`src/rtl/core/config_reply_frame_parser_defines.svh`:
```
// assertion helpers for the reply frame parser
`ifndef CONFIG_REPLY_FRAME_PARSER_DEFINES_SVH
`define CONFIG_REPLY_FRAME_PARSER_DEFINES_SVH

// same-cycle implication, checked out of reset
`define CRFP_ASSERT_NOW(lbl, clk, rst, ante, cons) \
   lbl: assert property (@(posedge clk) disable iff (rst) (ante) |-> (cons)) \
      else $error("crfp check failed");

// next-cycle implication, checked out of reset
`define CRFP_ASSERT_NEXT(lbl, clk, rst, ante, cons) \
   lbl: assert property (@(posedge clk) disable iff (rst) (ante) |=> (cons)) \
      else $error("crfp check failed");

`endif

```
`src/rtl/core/crfp_pkg.sv`:
```
package crfp_pkg;

   typedef enum logic [3:0] {
      PH_VERSION = 4'd0,
      PH_SID1    = 4'd1,
      PH_SID2    = 4'd2,
      PH_SID3    = 4'd3,
      PH_COUNTER = 4'd4,
      PH_TYPE    = 4'd5,
      PH_SERIAL  = 4'd6,
      PH_MARKER  = 4'd7,
      PH_OPCODE  = 4'd8,
      PH_RETCODE = 4'd9,
      PH_PAYLOAD = 4'd10
   } phase_type;

   localparam logic [3:0] KIND_VERSION    = 4'd0;
   localparam logic [3:0] KIND_SID1       = 4'd1;
   localparam logic [3:0] KIND_SID2       = 4'd2;
   localparam logic [3:0] KIND_SID3       = 4'd3;
   localparam logic [3:0] KIND_COUNTER    = 4'd4;
   localparam logic [3:0] KIND_TYPE_CHAR  = 4'd5;
   localparam logic [3:0] KIND_TYPE_END   = 4'd6;
   localparam logic [3:0] KIND_SERIAL_CHR = 4'd7;
   localparam logic [3:0] KIND_SERIAL_END = 4'd8;
   localparam logic [3:0] KIND_MARKER     = 4'd9;
   localparam logic [3:0] KIND_OPCODE_RC  = 4'd10;
   localparam logic [3:0] KIND_PAYLOAD    = 4'd11;

   localparam logic [2:0] VERDICT_OK          = 3'd0;
   localparam logic [2:0] VERDICT_BAD_VERSION = 3'd1;
   localparam logic [2:0] VERDICT_TOO_SHORT   = 3'd2;
   localparam logic [2:0] VERDICT_SENDER_BAD  = 3'd3;
   localparam logic [2:0] VERDICT_FAILED      = 3'd4;
   localparam logic [2:0] VERDICT_UNKNOWN     = 3'd5;
   localparam logic [2:0] VERDICT_NO_RC       = 3'd6;

   localparam logic [7:0] VERSION_BYTE = 8'h02;
   localparam logic [7:0] STRING_TERM  = 8'h00;

   localparam logic [7:0] RC_FAILED    = 8'h00;
   localparam logic [7:0] RC_SUCCESS   = 8'h01;
   localparam logic [7:0] RC_REBOOT    = 8'h02;
   localparam logic [7:0] RC_FAILED_2  = 8'h03;

   localparam logic [7:0] OPCODE_POS   = 8'd1;

endpackage

```
`src/rtl/core/config_reply_frame_parser.sv`:
```
// reply frame parser: tags each byte and gives a verdict on the final byte
// the result of a req transfer is registered in the rsp register, valid in the cycle after the transfer
// throughput: one byte per cycle; the single rsp register sets it and a new
// byte is taken whenever that register is empty or being drained
// reset clears the parse phase, counters, flags, the sender id and rsp_valid
`include "config_reply_frame_parser_defines.svh"

module config_reply_frame_parser #(
   parameter int unsigned POS_LIMIT = 255
) (
   input  logic        clock,
   input  logic        reset,
   input  logic        csr_wr_en,
   input  logic [23:0] csr_wr_data,
   input  logic        req_valid,
   output logic        req_stall,
   input  logic [7:0]  req_frame_byte,
   input  logic        req_frame_end,
   output logic        rsp_valid,
   input  logic        rsp_stall,
   output logic [3:0]  rsp_field_kind,
   output logic [7:0]  rsp_field_pos,
   output logic [7:0]  rsp_byte_value,
   output logic        rsp_frame_done,
   output logic [2:0]  rsp_verdict,
   output logic        rsp_reboot_flag
);

   localparam int unsigned POS_CAP_INT = (POS_LIMIT < 255) ? POS_LIMIT : 255;
   localparam logic [7:0]  POS_CAP     = POS_CAP_INT[7:0];

   crfp_pkg::phase_type phase_ff, phase_in, step_phase;
   logic [7:0]  cnt_ff, cnt_in, cnt_bump;
   logic        version_bad_ff, version_bad_in, step_version_bad;
   logic        sender_bad_ff, sender_bad_in, step_sender_bad;
   logic [7:0]  rc_ff, rc_in, step_rc;
   logic        rc_seen_ff, rc_seen_in, step_rc_seen;
   logic [23:0] sender_id_ff;

   logic        rsp_valid_ff;
   logic [3:0]  kind_ff, kind_in;
   logic [7:0]  pos_ff, pos_in;
   logic [7:0]  byte_ff;
   logic        done_ff;
   logic [2:0]  verdict_ff, verdict_in;
   logic        reboot_ff, reboot_in;

   logic        req_xfer;
   logic [7:0]  sid_byte;
   logic        is_term;

   assign req_stall = rsp_valid_ff & rsp_stall;
   assign req_xfer  = req_valid & ~req_stall;
   assign is_term   = (req_frame_byte == crfp_pkg::STRING_TERM);
   assign cnt_bump  = (cnt_ff < POS_CAP) ? cnt_ff + 8'd1 : cnt_ff;

   always_comb begin
      unique case (phase_ff)
         crfp_pkg::PH_SID1: sid_byte = sender_id_ff[23:16];
         crfp_pkg::PH_SID2: sid_byte = sender_id_ff[15:8];
         default:           sid_byte = sender_id_ff[7:0];
      endcase
   end

   // next phase
   always_comb begin
      unique case (phase_ff)
         crfp_pkg::PH_VERSION: step_phase = crfp_pkg::PH_SID1;
         crfp_pkg::PH_SID1:    step_phase = crfp_pkg::PH_SID2;
         crfp_pkg::PH_SID2:    step_phase = crfp_pkg::PH_SID3;
         crfp_pkg::PH_SID3:    step_phase = crfp_pkg::PH_COUNTER;
         crfp_pkg::PH_COUNTER: step_phase = crfp_pkg::PH_TYPE;
         crfp_pkg::PH_TYPE:    step_phase = is_term ? crfp_pkg::PH_SERIAL : crfp_pkg::PH_TYPE;
         crfp_pkg::PH_SERIAL:  step_phase = is_term ? crfp_pkg::PH_MARKER : crfp_pkg::PH_SERIAL;
         crfp_pkg::PH_MARKER:  step_phase = crfp_pkg::PH_OPCODE;
         crfp_pkg::PH_OPCODE:  step_phase = crfp_pkg::PH_RETCODE;
         default:              step_phase = crfp_pkg::PH_PAYLOAD;
      endcase
   end

   // per-byte tagging and frame flags
   always_comb begin
      kind_in          = crfp_pkg::KIND_PAYLOAD;
      pos_in           = 8'd0;
      cnt_in           = cnt_ff;
      step_version_bad = version_bad_ff;
      step_sender_bad  = sender_bad_ff;
      step_rc          = rc_ff;
      step_rc_seen     = rc_seen_ff;
      unique case (phase_ff) inside
         crfp_pkg::PH_VERSION: begin
            kind_in          = crfp_pkg::KIND_VERSION;
            step_version_bad = (req_frame_byte != crfp_pkg::VERSION_BYTE);
         end
         crfp_pkg::PH_SID1, crfp_pkg::PH_SID2, crfp_pkg::PH_SID3: begin
            if (phase_ff == crfp_pkg::PH_SID1) begin
               kind_in = crfp_pkg::KIND_SID1;
            end else if (phase_ff == crfp_pkg::PH_SID2) begin
               kind_in = crfp_pkg::KIND_SID2;
            end else begin
               kind_in = crfp_pkg::KIND_SID3;
            end
            if (sid_byte != req_frame_byte) begin
               step_sender_bad = 1'b1;
            end
         end
         crfp_pkg::PH_COUNTER: begin
            kind_in = crfp_pkg::KIND_COUNTER;
            cnt_in  = 8'd0;
         end
         crfp_pkg::PH_TYPE, crfp_pkg::PH_SERIAL: begin
            pos_in = cnt_ff;
            if (is_term) begin
               kind_in = (phase_ff == crfp_pkg::PH_TYPE) ? crfp_pkg::KIND_TYPE_END
                                                         : crfp_pkg::KIND_SERIAL_END;
               cnt_in  = 8'd0;
            end else begin
               kind_in = (phase_ff == crfp_pkg::PH_TYPE) ? crfp_pkg::KIND_TYPE_CHAR
                                                         : crfp_pkg::KIND_SERIAL_CHR;
               cnt_in  = cnt_bump;
            end
         end
         crfp_pkg::PH_MARKER: begin
            kind_in = crfp_pkg::KIND_MARKER;
         end
         crfp_pkg::PH_OPCODE: begin
            kind_in = crfp_pkg::KIND_OPCODE_RC;
            pos_in  = crfp_pkg::OPCODE_POS;
         end
         crfp_pkg::PH_RETCODE: begin
            kind_in      = crfp_pkg::KIND_OPCODE_RC;
            step_rc      = req_frame_byte;
            step_rc_seen = 1'b1;
            cnt_in       = 8'd0;
         end
         default: begin
            kind_in = crfp_pkg::KIND_PAYLOAD;
            pos_in  = cnt_ff;
            cnt_in  = cnt_bump;
         end
      endcase
      if (req_frame_end) begin
         cnt_in = 8'd0;
      end
   end

   // verdict on the final byte, after the byte is taken in
   always_comb begin
      verdict_in = crfp_pkg::VERDICT_OK;
      reboot_in  = 1'b0;
      if (req_frame_end) begin
         if (step_version_bad) begin
            verdict_in = crfp_pkg::VERDICT_BAD_VERSION;
         end else if (step_phase < crfp_pkg::PH_TYPE) begin
            verdict_in = crfp_pkg::VERDICT_TOO_SHORT;
         end else if (step_sender_bad) begin
            verdict_in = crfp_pkg::VERDICT_SENDER_BAD;
         end else if (step_phase < crfp_pkg::PH_MARKER) begin
            verdict_in = crfp_pkg::VERDICT_TOO_SHORT;
         end else if (!step_rc_seen) begin
            verdict_in = crfp_pkg::VERDICT_NO_RC;
         end else if (step_rc == crfp_pkg::RC_SUCCESS || step_rc == crfp_pkg::RC_REBOOT) begin
            verdict_in = crfp_pkg::VERDICT_OK;
            reboot_in  = (step_rc == crfp_pkg::RC_REBOOT);
         end else if (step_rc == crfp_pkg::RC_FAILED || step_rc == crfp_pkg::RC_FAILED_2) begin
            verdict_in = crfp_pkg::VERDICT_FAILED;
         end else begin
            verdict_in = crfp_pkg::VERDICT_UNKNOWN;
         end
      end
   end

   // a final byte drops all frame state
   assign phase_in       = req_frame_end ? crfp_pkg::PH_VERSION : step_phase;
   assign version_bad_in = req_frame_end ? 1'b0 : step_version_bad;
   assign sender_bad_in  = req_frame_end ? 1'b0 : step_sender_bad;
   assign rc_in          = req_frame_end ? 8'd0 : step_rc;
   assign rc_seen_in     = req_frame_end ? 1'b0 : step_rc_seen;

   always_ff @(posedge clock) begin
      if (reset) begin
         phase_ff       <= crfp_pkg::PH_VERSION;
         cnt_ff         <= 8'd0;
         version_bad_ff <= 1'b0;
         sender_bad_ff  <= 1'b0;
         rc_ff          <= 8'd0;
         rc_seen_ff     <= 1'b0;
         sender_id_ff   <= 24'd0;
         rsp_valid_ff   <= 1'b0;
      end else begin
         if (csr_wr_en) begin
            sender_id_ff <= csr_wr_data;
         end
         if (req_xfer) begin
            phase_ff       <= phase_in;
            cnt_ff         <= cnt_in;
            version_bad_ff <= version_bad_in;
            sender_bad_ff  <= sender_bad_in;
            rc_ff          <= rc_in;
            rc_seen_ff     <= rc_seen_in;
            rsp_valid_ff   <= 1'b1;
         end else if (!rsp_stall) begin
            rsp_valid_ff <= 1'b0;
         end
      end
   end

   always_ff @(posedge clock) begin
      if (req_xfer) begin
         kind_ff    <= kind_in;
         pos_ff     <= pos_in;
         byte_ff    <= req_frame_byte;
         done_ff    <= req_frame_end;
         verdict_ff <= verdict_in;
         reboot_ff  <= reboot_in;
      end
   end

   assign rsp_valid       = rsp_valid_ff;
   assign rsp_field_kind  = kind_ff;
   assign rsp_field_pos   = pos_ff;
   assign rsp_byte_value  = byte_ff;
   assign rsp_frame_done  = done_ff;
   assign rsp_verdict     = verdict_ff;
   assign rsp_reboot_flag = reboot_ff;

   `CRFP_ASSERT_NEXT(a_end_restarts, clock, reset, req_xfer && req_frame_end,
                     phase_ff == crfp_pkg::PH_VERSION && !rc_seen_ff)
   `CRFP_ASSERT_NOW(a_verdict_only_on_done, clock, reset, rsp_valid_ff && !done_ff,
                    verdict_ff == crfp_pkg::VERDICT_OK && !reboot_ff)
   `CRFP_ASSERT_NOW(a_reboot_is_ok, clock, reset, rsp_valid_ff && reboot_ff,
                    verdict_ff == crfp_pkg::VERDICT_OK && done_ff)
   `CRFP_ASSERT_NEXT(a_retcode_clears_pos, clock, reset,
                     req_xfer && phase_ff == crfp_pkg::PH_RETCODE, cnt_ff == 8'd0)

endmodule
```
`config.mk`:
```
export PLATFORM = sky130hd
export DESIGN_NAME = config_reply_frame_parser
export DESIGN_NICKNAME = d
export VERILOG_FILES = /design/src/rtl/core/crfp_pkg.sv /design/src/rtl/core/config_reply_frame_parser.sv
export VERILOG_INCLUDE_DIRS = /design/src /design/src/rtl/core
export SDC_FILE = /design/constraint.sdc
export NUM_CORES = 1
export LEC_CHECK = 0
export BUFFER_PORTS_ARGS = -buffer_cell sky130_fd_sc_hd__buf_2
export CELL_PAD_IN_SITES_DETAIL_PLACEMENT = 1
export CELL_PAD_IN_SITES_GLOBAL_PLACEMENT = 2
export CORE_AREA = 10 10 103 128
export CTS_BUF_LIST = sky130_fd_sc_hd__clkbuf_8
export CTS_CLUSTER_DIAMETER = 100
export DETAILED_ROUTE_END_ITERATION = 8
export DIE_AREA = 0 0 113 138
export PLACE_DENSITY_LB_ADDON = 0.25
export SLEW_MARGIN = 20
export SYNTH_ARGS = -nofsm -noshare
export SYNTH_HDL_FRONTEND = slang
export SYNTH_SLANG_ARGS = --single-unit
```
`constraint.sdc`:
```
create_clock -name clock -period 2.4 [get_ports clock]
set_input_delay 0.12 -clock clock [delete_from_list [all_inputs] [get_ports clock]]
set_output_delay 0.12 -clock clock [all_outputs]
set_load 0.01 [all_outputs]
```
-- Yosys cells after proc, flatten, opt, wreduce, memory -nomap -nowiden
Cells that the tools add are included.
- input bits: 38
- output and inout port bits: 27
- bits in registers: 73
- $add $sub $neg: 1
- eq/ne operators: 16
- magnitude comparators: 3
- reduce and logical (&&, ||, !) cells: 15
- multiplexer cells: 34
- bitwise logic cells: 6
- operator list (operator ; count):
    two-way mux 8 bit ; 5
    case mux 4 bit (9 select lines) ; 1
    case mux 8 bit (2 select lines) ; 2
    case mux 4 bit (6 select lines) ; 1
    case mux 8 bit (3 select lines) ; 1
    == test 4 x 3 -> 1 bit, second input constant ; 4
    == test 8 x 2 -> 1 bit, second input constant ; 2
    zero test 8 bit ; 2
    OR reduction 7 bit ; 2
    two-way mux 1 bit ; 13
    two-way mux 2 bit ; 6
    two-way mux 4 bit ; 3
    adder 8 x 1 -> 8 bit, second input constant ; 1
    == test 4 x 2 -> 1 bit, second input constant ; 2
    == test 4 bit, second input constant ; 2
    == test 8 x 1 -> 1 bit, second input constant ; 1
    < comparator 4 x 3 -> 1 bit, second input constant ; 2
    < comparator 8 bit, second input constant ; 1
    != test 8 x 2 -> 1 bit, second input constant ; 1
    != test 8 bit ; 1
    OR reduction 2 bit ; 4
    two-way mux 3 bit ; 2
    OR reduction 6 bit ; 1
    OR reduction 5 bit ; 1
    8 further kinds ; 14

-- Logic depth before layout (Yosys ltp)
Gate-level depths: netlist of the first run.
- word-level depth: 11
- gate-level depth with buffers: 10
- depth with buffers taken out: 8

-- Least setup slack after synthesis of the first run
OpenSTA, ideal clock, no wires.
- path kind: register to register
- start: register phase_ff[0]
- end: register verdict_ff[1] (netlist: rsp_verdict[1]) (data pin)
- library setup time: 0.262 ns
- stages on the path, launching flop included: 10
- data arrival time: 1.887 ns
- required time: 2.138 ns
- path buffers: 2
- path slack: 0.250 ns
- cell sequence: dfxtp_1 > clkbuf_1 > nor2b_1 > clkbuf_1 > nand2_1 > inv_1 > ha_1 > a21o_1 > a21oi_1 > o311a_2
- word-level cells in the longest chain between the ends: 7
- elaborated cells between the ends (all ways): 25
- those cells by class: order compare: 2; eq/ne: 10; mux: 10; reduce/logical: 3
- RTL lines (item ; line ; source):
    start, declared ; config_reply_frame_parser.sv:32 ; crfp_pkg::phase_type phase_ff, phase_in, step_phase;
    start signal, assigned ; config_reply_frame_parser.sv:182 ; phase_ff <= crfp_pkg::PH_VERSION;
    start signal, assigned ; config_reply_frame_parser.sv:195 ; phase_ff <= phase_in;
    branches (longest 7 deep; another with < comparator 4 x 3 -> 1 bit) ; - ;
    end signal, assigned ; config_reply_frame_parser.sv:214 ; verdict_ff <= verdict_in;
    end, declared ; config_reply_frame_parser.sv:45 ; logic [2:0] verdict_ff, verdict_in;
Parallel ways; which one is timed is not known.
A chain may end at the register's enable or synchronous reset.

-- Worst setup path after layout of the first run
- start: register phase_ff[1]
- end: register verdict_ff[0] (netlist: rsp_verdict[0]) (data pin)
- word-level cells in the longest chain between the ends: 11
- elaborated cells between the ends (all ways): 34
- those cells by class: order compare: 2; eq/ne: 13; mux: 14; reduce/logical: 5
- RTL lines (item ; line ; source):
    == test 4 bit (no line) ; - ;
    two-way mux 8 bit ; config_reply_frame_parser.sv:90 ; unique case (phase_ff) inside
    == test 8 x 2 -> 1 bit / zero test 8 bit (equally long branches) ; config_reply_frame_parser.sv:165 ; end else if (step_rc == crfp_pkg::RC_FAILED || step_rc == crfp_pkg::RC_FAILED_2) begin
    logical OR 1 bit ; config_reply_frame_parser.sv:165 ;
    two-way mux 1 bit ; config_reply_frame_parser.sv:165 ;
    two-way mux 3 bit ; config_reply_frame_parser.sv:162 ; end else if (step_rc == crfp_pkg::RC_SUCCESS || step_rc == crfp_pkg::RC_REBOOT) begin
    two-way mux 3 bit ; config_reply_frame_parser.sv:160 ; end else if (!step_rc_seen) begin
    two-way mux 2 bit ; config_reply_frame_parser.sv:158 ; end else if (step_phase < crfp_pkg::PH_MARKER) begin
    two-way mux 2 bit ; config_reply_frame_parser.sv:156 ; end else if (step_sender_bad) begin
    two-way mux 2 bit ; config_reply_frame_parser.sv:154 ; end else if (step_phase < crfp_pkg::PH_TYPE) begin
    two-way mux 1 bit * ; config_reply_frame_parser.sv:152 ; if (step_version_bad) begin
Mark *: on every way between the ends. The rest lies on a longest branch, timed or not.

==> impl_metrics.yaml, run 1 <==
finish:
  multi_input_area_sq_um: 1860
  finalInstanceArea_sq_um: 4690
  layout_commonest_cell: "buf_2"
  mostFrequentLayoutCells: "64 x buf_2, 51 x nor2_1, 48 x dfxtp_1"
  drive_gt1_frac: 0.229
  fillers: 1271
  nNetsFinal: 522
  syn_to_final_growth_pct: 24.9
  seq_area_sq_um: 1710
  stdcell_count: 620
  antennaDiodeCount: 0
timing:
  setup_viol: 0
  slew_headroom: 0.541
  grt_setup_unrepaired: "no"
  tightest_slew_ns: 0.689
  achievable-frequency_ghz: 0.468
  finalCriticalPeriod_ns: 2.14
  clock_skew_ns: 0.0111
  timing.final.crit_share: 0.891
  final_hold_viol_count: 0
  setup_tns_ns: 0
  drv_slew: 0
power_and_ir_drop:
  p_seq_frac: 0.502
  irDropWorstVdd_v: 0.000233
  power_frac_comb: 0.131
  internal_power_w: 0.00201
  leakagePower_nw: 1.92
  switching_share: 0.266
  power.share.clock: 0.368
  switching_power_w: 0.000728
  power.density_nw_per_um2: 582
setup_path:
  required_ns: 2.48
  cp_top_family: "compound AO/OA/AOI/OAI gates"
  cp_slowest_cell: "a21oi_1"
  cpPeakStageDelay_ns: 0.47
  crit_fanout: 22
  crit_arrival_ns: 2.22
  crit_chain: "buf_4 -> nor2b_1 -> nand2_1 -> inv_1 -> ha_1 -> a21o_1 -> a21oi_1 -> o31ai_1"
  worst-setup-path-type: "reg2reg"
  crit_buf_inv: 2
  crit_path_start_kind: "flip-flop"
  end_kind: "flip-flop"
routing:
  drt-vias-per-instance: 5.25
  drc_errors: 0
  routed-via-count: 3256
  drt_iter0_markers: 121
  antenna_left: 0
  wl_per_cell_um: 18.1
  routed_wl_um: 11200
  firstDrtPassIters: 4
die:
  io_pins: 65
  initial_core_util: 0.347
  die_h_um: 138
  fp-row-count: 43
  fp.coreArea_sq_um: 10800
  fp.dieW_um: 113
  dieArea_sq_um: 15600
clock_tree:
  cts_buffers: 9
  ctsHtreeMaxLevel: 3
  path_clk_slew_ns: 0.08
  cts.sinks: 73
  clk_latency_ns: 0.36
  cts_resized: 0
  cts_buffer_depth: 2
  cts_root_buf: "clkbuf_8"
  postCtsHoldBufs: 25
  postCtsSetupBuffers: 0
  cts_tree: "yes"
global_routing:
  first_global_vias: 3508
  grt_pass1_wl_um: 18600
  grt_usage: 0.147
  grt_start_max_net_pins: 29
  grt.overflow.total: 0
  grt_antenna_before_repair: 0
synthesis:
  async_flop_share: 0
  ys.flop_type: "dfxtp_1"
  synthCells: 394
  ys_warn_count: 0
  yosysSeqAreaShare: 0.456
  postSynthAreaPerCell_sq_um: 9.54
  synth_area_sq_um: 3760
  syn_nets: 436
  synth_seq_cells: 73
  synth_edf_count: 25
  ys_types: 66
min_path:
  holdCritPathClass: "in2reg"
run_status:
  status: "finished clean"
placement:
  hpwlAfterDp_um: 8480
  placed_cells_incl_taps: 579
  placed_area_sq_um: 4240
  gp_congestion: 0.824
  io_buffers: 64
flow_run:
  maxCapViolCount: 0
-- metal layers --
metal	global-route usage	share of wire	wire length [um]	vias up
met1	0.159	0.40	4540	1571
met5	0	0	0	-
met2	0.255	0.52	5880	66
met4	0.0736	0.035	388	0
li1	-	-	-	1595
met3	0.0385	0.038	424	24
-- logic make-up after synthesis --
group                      share of synthesized area
xor gates and xnor gates                      0.0490
buffers and inverters                         0.0496
muxes                                         0.0753
adders and majority gates                     0.0186
and+or+nand+nor                                0.187
DFF                                            0.456
AOI/OAI and AO/OA                              0.165
-- sequential cells by signal (all words and copies together) (netlist names) --
register	flops
rc_seen_ff	1
rc_ff	8
rsp_field_kind	4
cnt_ff	8
rsp_field_pos	8
rsp_valid	1
sender_bad_ff	1
rsp_verdict	3
rsp_byte_value	8
sender_id_ff	24
rsp_frame_done	1
version_bad_ff	1
rsp_reboot_flag	1
phase_ff	4
-- worst paths after layout --
check                                 start          endpoint  slack, ns  cells after the start
worst min register to register    cnt_ff[7]         cnt_ff[7]       0.49                      2
worst min-delay path                  reset  sender_id_ff[20]       0.03                      2
worst max-delay path            phase_ff[1]    rsp_verdict[0]       0.26                      8
worst max register to register  phase_ff[1]    rsp_verdict[0]       0.26                      8
-- area by class of cell --
cell class	count	area share
well taps	135	0.0360
repair buffers	107	0.150
clock buffers	10	0.0293
multi-input cells	277	0.396
inverters	12	0.00959
flip-flops and latches	73	0.365
clock inverters	6	0.0141
-- synthesized netlist by cell type (all sizes together) (9+ instances only) --
master | n | share of area
xnor2 | 13 | 0.030
nand2 | 19 | 0.020
buf | 11 | 0.017
clkbuf | 21 | 0.021
a21oi | 17 | 0.024
nor2 | 51 | 0.051
o21ai | 15 | 0.020
edfxtp | 25 | 0.20
inv | 12 | 0.012
dfxtp | 48 | 0.26
mux2i | 27 | 0.075
nand2b | 9 | 0.015
and2 | 10 | 0.017
a22oi | 12 | 0.024
-- stage by stage --
stage	worst slack [ns]	hold slack (ns)	power (W)	utilization
global placement	0.252	0.355	0.00172	0.392
CTS	0.249	0.00879	0.00277	0.434
detailed placement	0.197	0.365	0.00173	0.392
floorplan	0.250	0.219	0.00160	-
finish	0.262	0.0294	0.00273	0.434
global route	0.121	0.0336	0.00289	0.434
-- power by group through the flow --
stage | Combinational, W | Sequential (W) | Clock, W
3_5_place_dp | 0.000329 | 0.00140 | 0
2_1_floorplan | 0.000201 | 0.00140 | 0
6_report | 0.000357 | 0.00137 | 0.00100
4_1_cts | 0.000361 | 0.00137 | 0.00104
5_1_grt | 0.000397 | 0.00138 | 0.00111
3_3_place_gp | 0.000324 | 0.00140 | 0
Note: power is estimated with default switching activity, not from simulation.
==> run 2: changes to the inputs <==
==> constraint.sdc (replaced) <==
create_clock -name clock -period 2.4 [get_ports clock]
set_input_delay 0.6 -clock clock [delete_from_list [all_inputs] [get_ports clock]]
set_output_delay 0.6 -clock clock [all_outputs]
set_load 0.01 [all_outputs]
==> run 2 against run 1 <==
Effect of this change: register-to-register slack improved by 0.16 ns; largest cell class unchanged; utilization decreased by 2.1 points; cell count decreased by 3.1%.
==> impl_metrics.yaml, run 2 (same netlist as run 1, synthesis figures left out) <==
run_status:
  status: "finished clean"
die:
  initial_core_util: 0.347
  dieArea_sq_um: 15600
  io_pins: 65
  fp.coreArea_sq_um: 10800
  fp-row-count: 43
  fp.dieW_um: 113
  die_h_um: 138
routing:
  routed-via-count: 3217
  firstDrtPassIters: 4
  drc_errors: 0
  antenna_left: 0
  drt-vias-per-instance: 5.35
  wl_per_cell_um: 18.9
  drt_iter0_markers: 85
  routed_wl_um: 11400
finish:
  seq_area_sq_um: 1710
  largest-register: "sender_id_ff"
  drive_gt1_frac: 0.245
  layout_commonest_cell: "buf_2"
  nNetsFinal: 503
  antennaDiodeCount: 0
  largest_register_ffs: 24
  fillers: 1281
  multi_input_area_sq_um: 1870
  syn_to_final_growth_pct: 18.9
  mostFrequentLayoutCells: "64 x buf_2, 51 x nor2_1, 48 x dfxtp_1"
clock_tree:
  path_clk_slew_ns: 0.07
  clk_latency_ns: 0.35
  cts_buffer_depth: 2
  cts.sinks: 73
  cts_root_buf: "clkbuf_8"
  ctsHtreeMaxLevel: 3
  postCtsHoldBufs: 0
  cts_tree: "yes"
  cts_resized: 0
  postCtsSetupBuffers: 0
  cts_buffers: 9
global_routing:
  busiest_layer: "met2"
  globalRouteMet3Util: 0.0329
  met1_usage: 0.150
  grt_usage: 0.147
  grt_start_max_net_pins: 30
  grt.overflow.total: 0
  gr-usage-met2: 0.279
  grt_antenna_before_repair: 0
  grt_pass1_wl_um: 18600
  first_global_vias: 3486
setup_path:
  required_ns: 2.55
  cp_top_family: "simple AND/OR/NAND/NOR gates"
  crit_arrival_ns: 2.20
  crit_buf_inv: 3
  cpPeakStageDelay_ns: 0.40
  crit_path_start_kind: "primary input"
  cp_slowest_cell: "nor4_1"
  crit_fanout: 4
  crit_chain: "buf_2 -> nor4_1 -> nand2_1 -> inv_1 -> ha_1 -> a21o_1 -> a21oi_1 -> buf_4 -> a2111oi_2"
  end_kind: "flip-flop"
  worst-setup-path-type: "in2reg"
placement:
  hpwlAfterDp_um: 8690
  place_ws_ns: 0.0210
  io_buffers: 64
  gp_congestion: 0.821
power_and_ir_drop:
  power_w: 0.00255
  leakagePower_nw: 1.84
  irDropWorstVdd_v: 0.000322
  power.density_nw_per_um2: 570
timing:
  clock_skew_ns: 0.00740
  achievable-frequency_ghz: 0.488
  tightest_slew_ns: 0.688
  slew_headroom: 0.541
  hold_ws_ns: 0.469
  grt_setup_unrepaired: "no"
  setup_tns_ns: 0
  drv_slew: 0
  fin_ws_ns: 0.352
  finalCriticalPeriod_ns: 2.05
  final_hold_viol_count: 0
  setup_viol: 0
  timing.final.crit_share: 0.853
min_path:
  holdCritPathClass: "in2reg"
flow_run:
  maxCapViolCount: 0
[run 2: cell count changes in the layout (fill, tap and decap cells not counted)]
| cell | before | now |
|---|---|---|
| buf_12 | 0 | 1 |
| buf_4 | 18 | 23 |
| bufinv_16 | 1 | 0 |
| clkinv_1 | 0 | 1 |
| clkinv_4 | 2 | 0 |
| dlygate4sd3_1 | 25 | 0 |
| inv_1 | 11 | 14 |
| inv_4 | 1 | 0 |
| nor4_1 | 6 | 5 |
| nor4_2 | 1 | 2 |
[run 2: path summary, 6_finish.rpt]
path | start | endpoint | slack (ns) | depth (start not counted)
worst min register to register | cnt_ff[7] | cnt_ff[7] | 0.48 | 2
worst max register to register | phase_ff[1] | sender_bad_ff | 0.42 | 7
worst min-delay path | req_frame_byte[6] | rsp_byte_value[6] | 0.47 | 1
worst max-delay path | req_frame_byte[2] | rsp_verdict[2] | 0.35 | 9
[run 2: layout make-up]
cell class,instances,share of cell area
Timing Repair Buffer,88,0.115
Tap cell,135,0.0378
Sequential cell,73,0.383
Multi-Input combinational cell,277,0.417
Clock buffer,10,0.0308
Inverter,12,0.0101
Clock inverter,6,0.00616
[run 2: stage by stage]
step | util | instance area, sq um | instances
after global placement | 0.398 | 4300 | 585
after global routing | 0.413 | 4470 | 601
after floorplan | - | 3770 | 394
after detailed placement | 0.398 | 4300 | 585
after CTS | 0.413 | 4470 | 601
final | 0.413 | 4470 | 601
[run 2: worst reg2reg max path, stage by stage (launching register included)]
cell and delay (ns):
dfxtp_1 0.34, buf_4 0.26, nor2b_1 0.20, buf_4 0.21, a221oi_1 0.11, nor4_1 0.42
and4b_1 0.25, a31oi_1 0.08
[run 2: power breakdown]
group          leakage (nW)  internal, W  switching [W]  total [W]
Combinational          1.11     0.000146       0.000191   0.000338
Sequential            0.641      0.00133      0.0000391    0.00137
Clock                0.0935     0.000387       0.000453   0.000841
[run 2: layer usage]
layer,vias to the layer above,share of wire
met2,63,0.55
met3,17,0.043
li1,1557,-
met4,0,0.019
met1,1580,0.38
met5,-,0
==> run 3: changes to the inputs <==
- CORE_AREA: 10 10 103 128 -> 10 10 129 102
- DIE_AREA: 0 0 113 138 -> 0 0 139 112
==> run 3 against run 2 <==
Effect of this change: sequential share of layout area fell by 0.65 points; non-clock buffer count rose by 5; global-route usage barely moved; fmax fell by 0.58%; register-to-register slack got worse by 0.08 ns; clock-buffer cell count fell by 1; clock power rose by 26%; critical endpoint is now rsp_verdict[0]; setup slack got worse by 0.012 ns; largest cell class unchanged; routed wire length rose by 1.4%; hold slack improved by 0.00076 ns; total power rose by 8.8%.
==> impl_metrics.yaml, run 3 (same netlist as run 1, synthesis figures left out) <==
timing:
  slew_headroom: 0.538
  setup_viol: 0
  finalCriticalPeriod_ns: 2.06
  achievable-frequency_ghz: 0.485
  final_hold_viol_count: 0
  tightest_slew_ns: 0.692
  grt_setup_unrepaired: "no"
  drv_slew: 0
  timing.final.crit_share: 0.858
  clock_skew_ns: 0.0133
  hold_ws_ns: 0.470
  setup_tns_ns: 0
clock_tree:
  cts.sinks: 73
  cts_buffers: 9
  clk_latency_ns: 0.36
  cts_root_buf: "clkbuf_8"
  ctsHtreeMaxLevel: 3
  path_clk_slew_ns: 0.09
  postCtsHoldBufs: 0
  cts_buffer_depth: 2
  cts_resized: 0
  cts_tree: "yes"
  postCtsSetupBuffers: 0
setup_path:
  end_kind: "flip-flop"
  cpPeakStageDelay_ns: 0.60
  cp_slowest_cell: "nor4_1"
  required_ns: 2.51
  worst-setup-path-type: "reg2reg"
  crit_chain: "buf_4 -> nor4_1 -> nand2_1 -> o22a_1 -> a21oi_1 -> o31ai_1"
  crit_path_start_kind: "flip-flop"
  rrSetupSlack_ns: 0.34
  crit_arrival_ns: 2.17
  crit_fanout: 10
  critPathLaunch: "phase_ff[3]"
  r2r-start: "phase_ff[3]"
routing:
  drt_iter0_markers: 238
  antenna_left: 0
  drt-vias-per-instance: 5.30
  drc_errors: 0
  wl_per_cell_um: 18.9
  routed-via-count: 3241
  routed_wl_um: 11500
  firstDrtPassIters: 5
die:
  fp.dieW_um: 139
  fp-row-count: 33
  fp.coreArea_sq_um: 10700
  io_pins: 65
  die_h_um: 112
  dieArea_sq_um: 15600
  initial_core_util: 0.353
flow_run:
  maxCapViolCount: 0
finish:
  post-route-util: 0.427
  layout_commonest_cell: "buf_2"
  nNetsFinal: 508
  mostFrequentLayoutCells: "64 x buf_2, 51 x nor2_1, 48 x dfxtp_1"
  largest-register: "sender_id_ff"
  finalInstanceArea_sq_um: 4550
  antennaDiodeCount: 0
  syn_to_final_growth_pct: 21.0
  stdcell_count: 611
  drive_gt1_frac: 0.257
  largest_register_ffs: 24
global_routing:
  grt.overflow.total: 0
  first_global_vias: 3451
  grt_pass1_wl_um: 18700
  grt_usage: 0.147
  grt_start_max_net_pins: 25
  grt_antenna_before_repair: 0
placement:
  placed_area_sq_um: 4340
  hpwlAfterDp_um: 8850
  placed_cells_incl_taps: 595
  io_buffers: 64
  gp_congestion: 0.837
run_status:
  status: "finished clean"
min_path:
  worstHoldStart: "csr_wr_data[7]"
  holdCritPathClass: "in2reg"
power_and_ir_drop:
  leakagePower_nw: 1.87
  irDropWorstVdd_v: 0.000258
  power.density_nw_per_um2: 610
-- run 3: through the flow --
stage	total power, W	worst slack [ns]
floorplan	0.00160	0.00589
global placement	0.00173	0.0834
detailed placement	0.00174	0.0399
CTS	0.00281	0.330
global route	0.00290	0.215
finish	0.00277	0.340
-- run 3: critical path, delay by kind of cell (launching register included) --
family	cells	cell delay, ns
simple gates	2	0.81
compound gates	3	0.51
flops	1	0.34
buf+inv	1	0.17
-- run 3: cell type report --
class / count / area (sq um)
repair buffers: 93 / 538
clock buffers: 9 / 124
inverters: 12 / 45.0
well taps: 140 / 175
fillers: 1251 / 6110
flip-flops and latches: 73 / 1710
clock inverters: 7 / 87.6
multi-input cells: 277 / 1870
-- run 3: final timing paths --
| check | endpoint | cells past startpoint |
|---|---|---|
| worst min register to register | cnt_ff[7] | 2 |
| worst min-delay path | sender_id_ff[7] | 3 |
| worst max register to register | rsp_verdict[0] | 6 |
| worst max-delay path | rsp_verdict[0] | 6 |
-- run 3: metal layers --
metal | track usage | share of wire | up-vias
li1 | - | - | 1567
met1 | 0.201 | 0.50 | 1580
met2 | 0.221 | 0.43 | 84
met3 | 0.0437 | 0.061 | 10
met4 | 0.0361 | 0.0095 | 0
met5 | 0 | 0 | -
-- run 3: power by group --
group          switching [W]  internal [W]
clock               0.000483      0.000576
combinational       0.000192      0.000149
sequential         0.0000419       0.00133
total               0.000717       0.00206
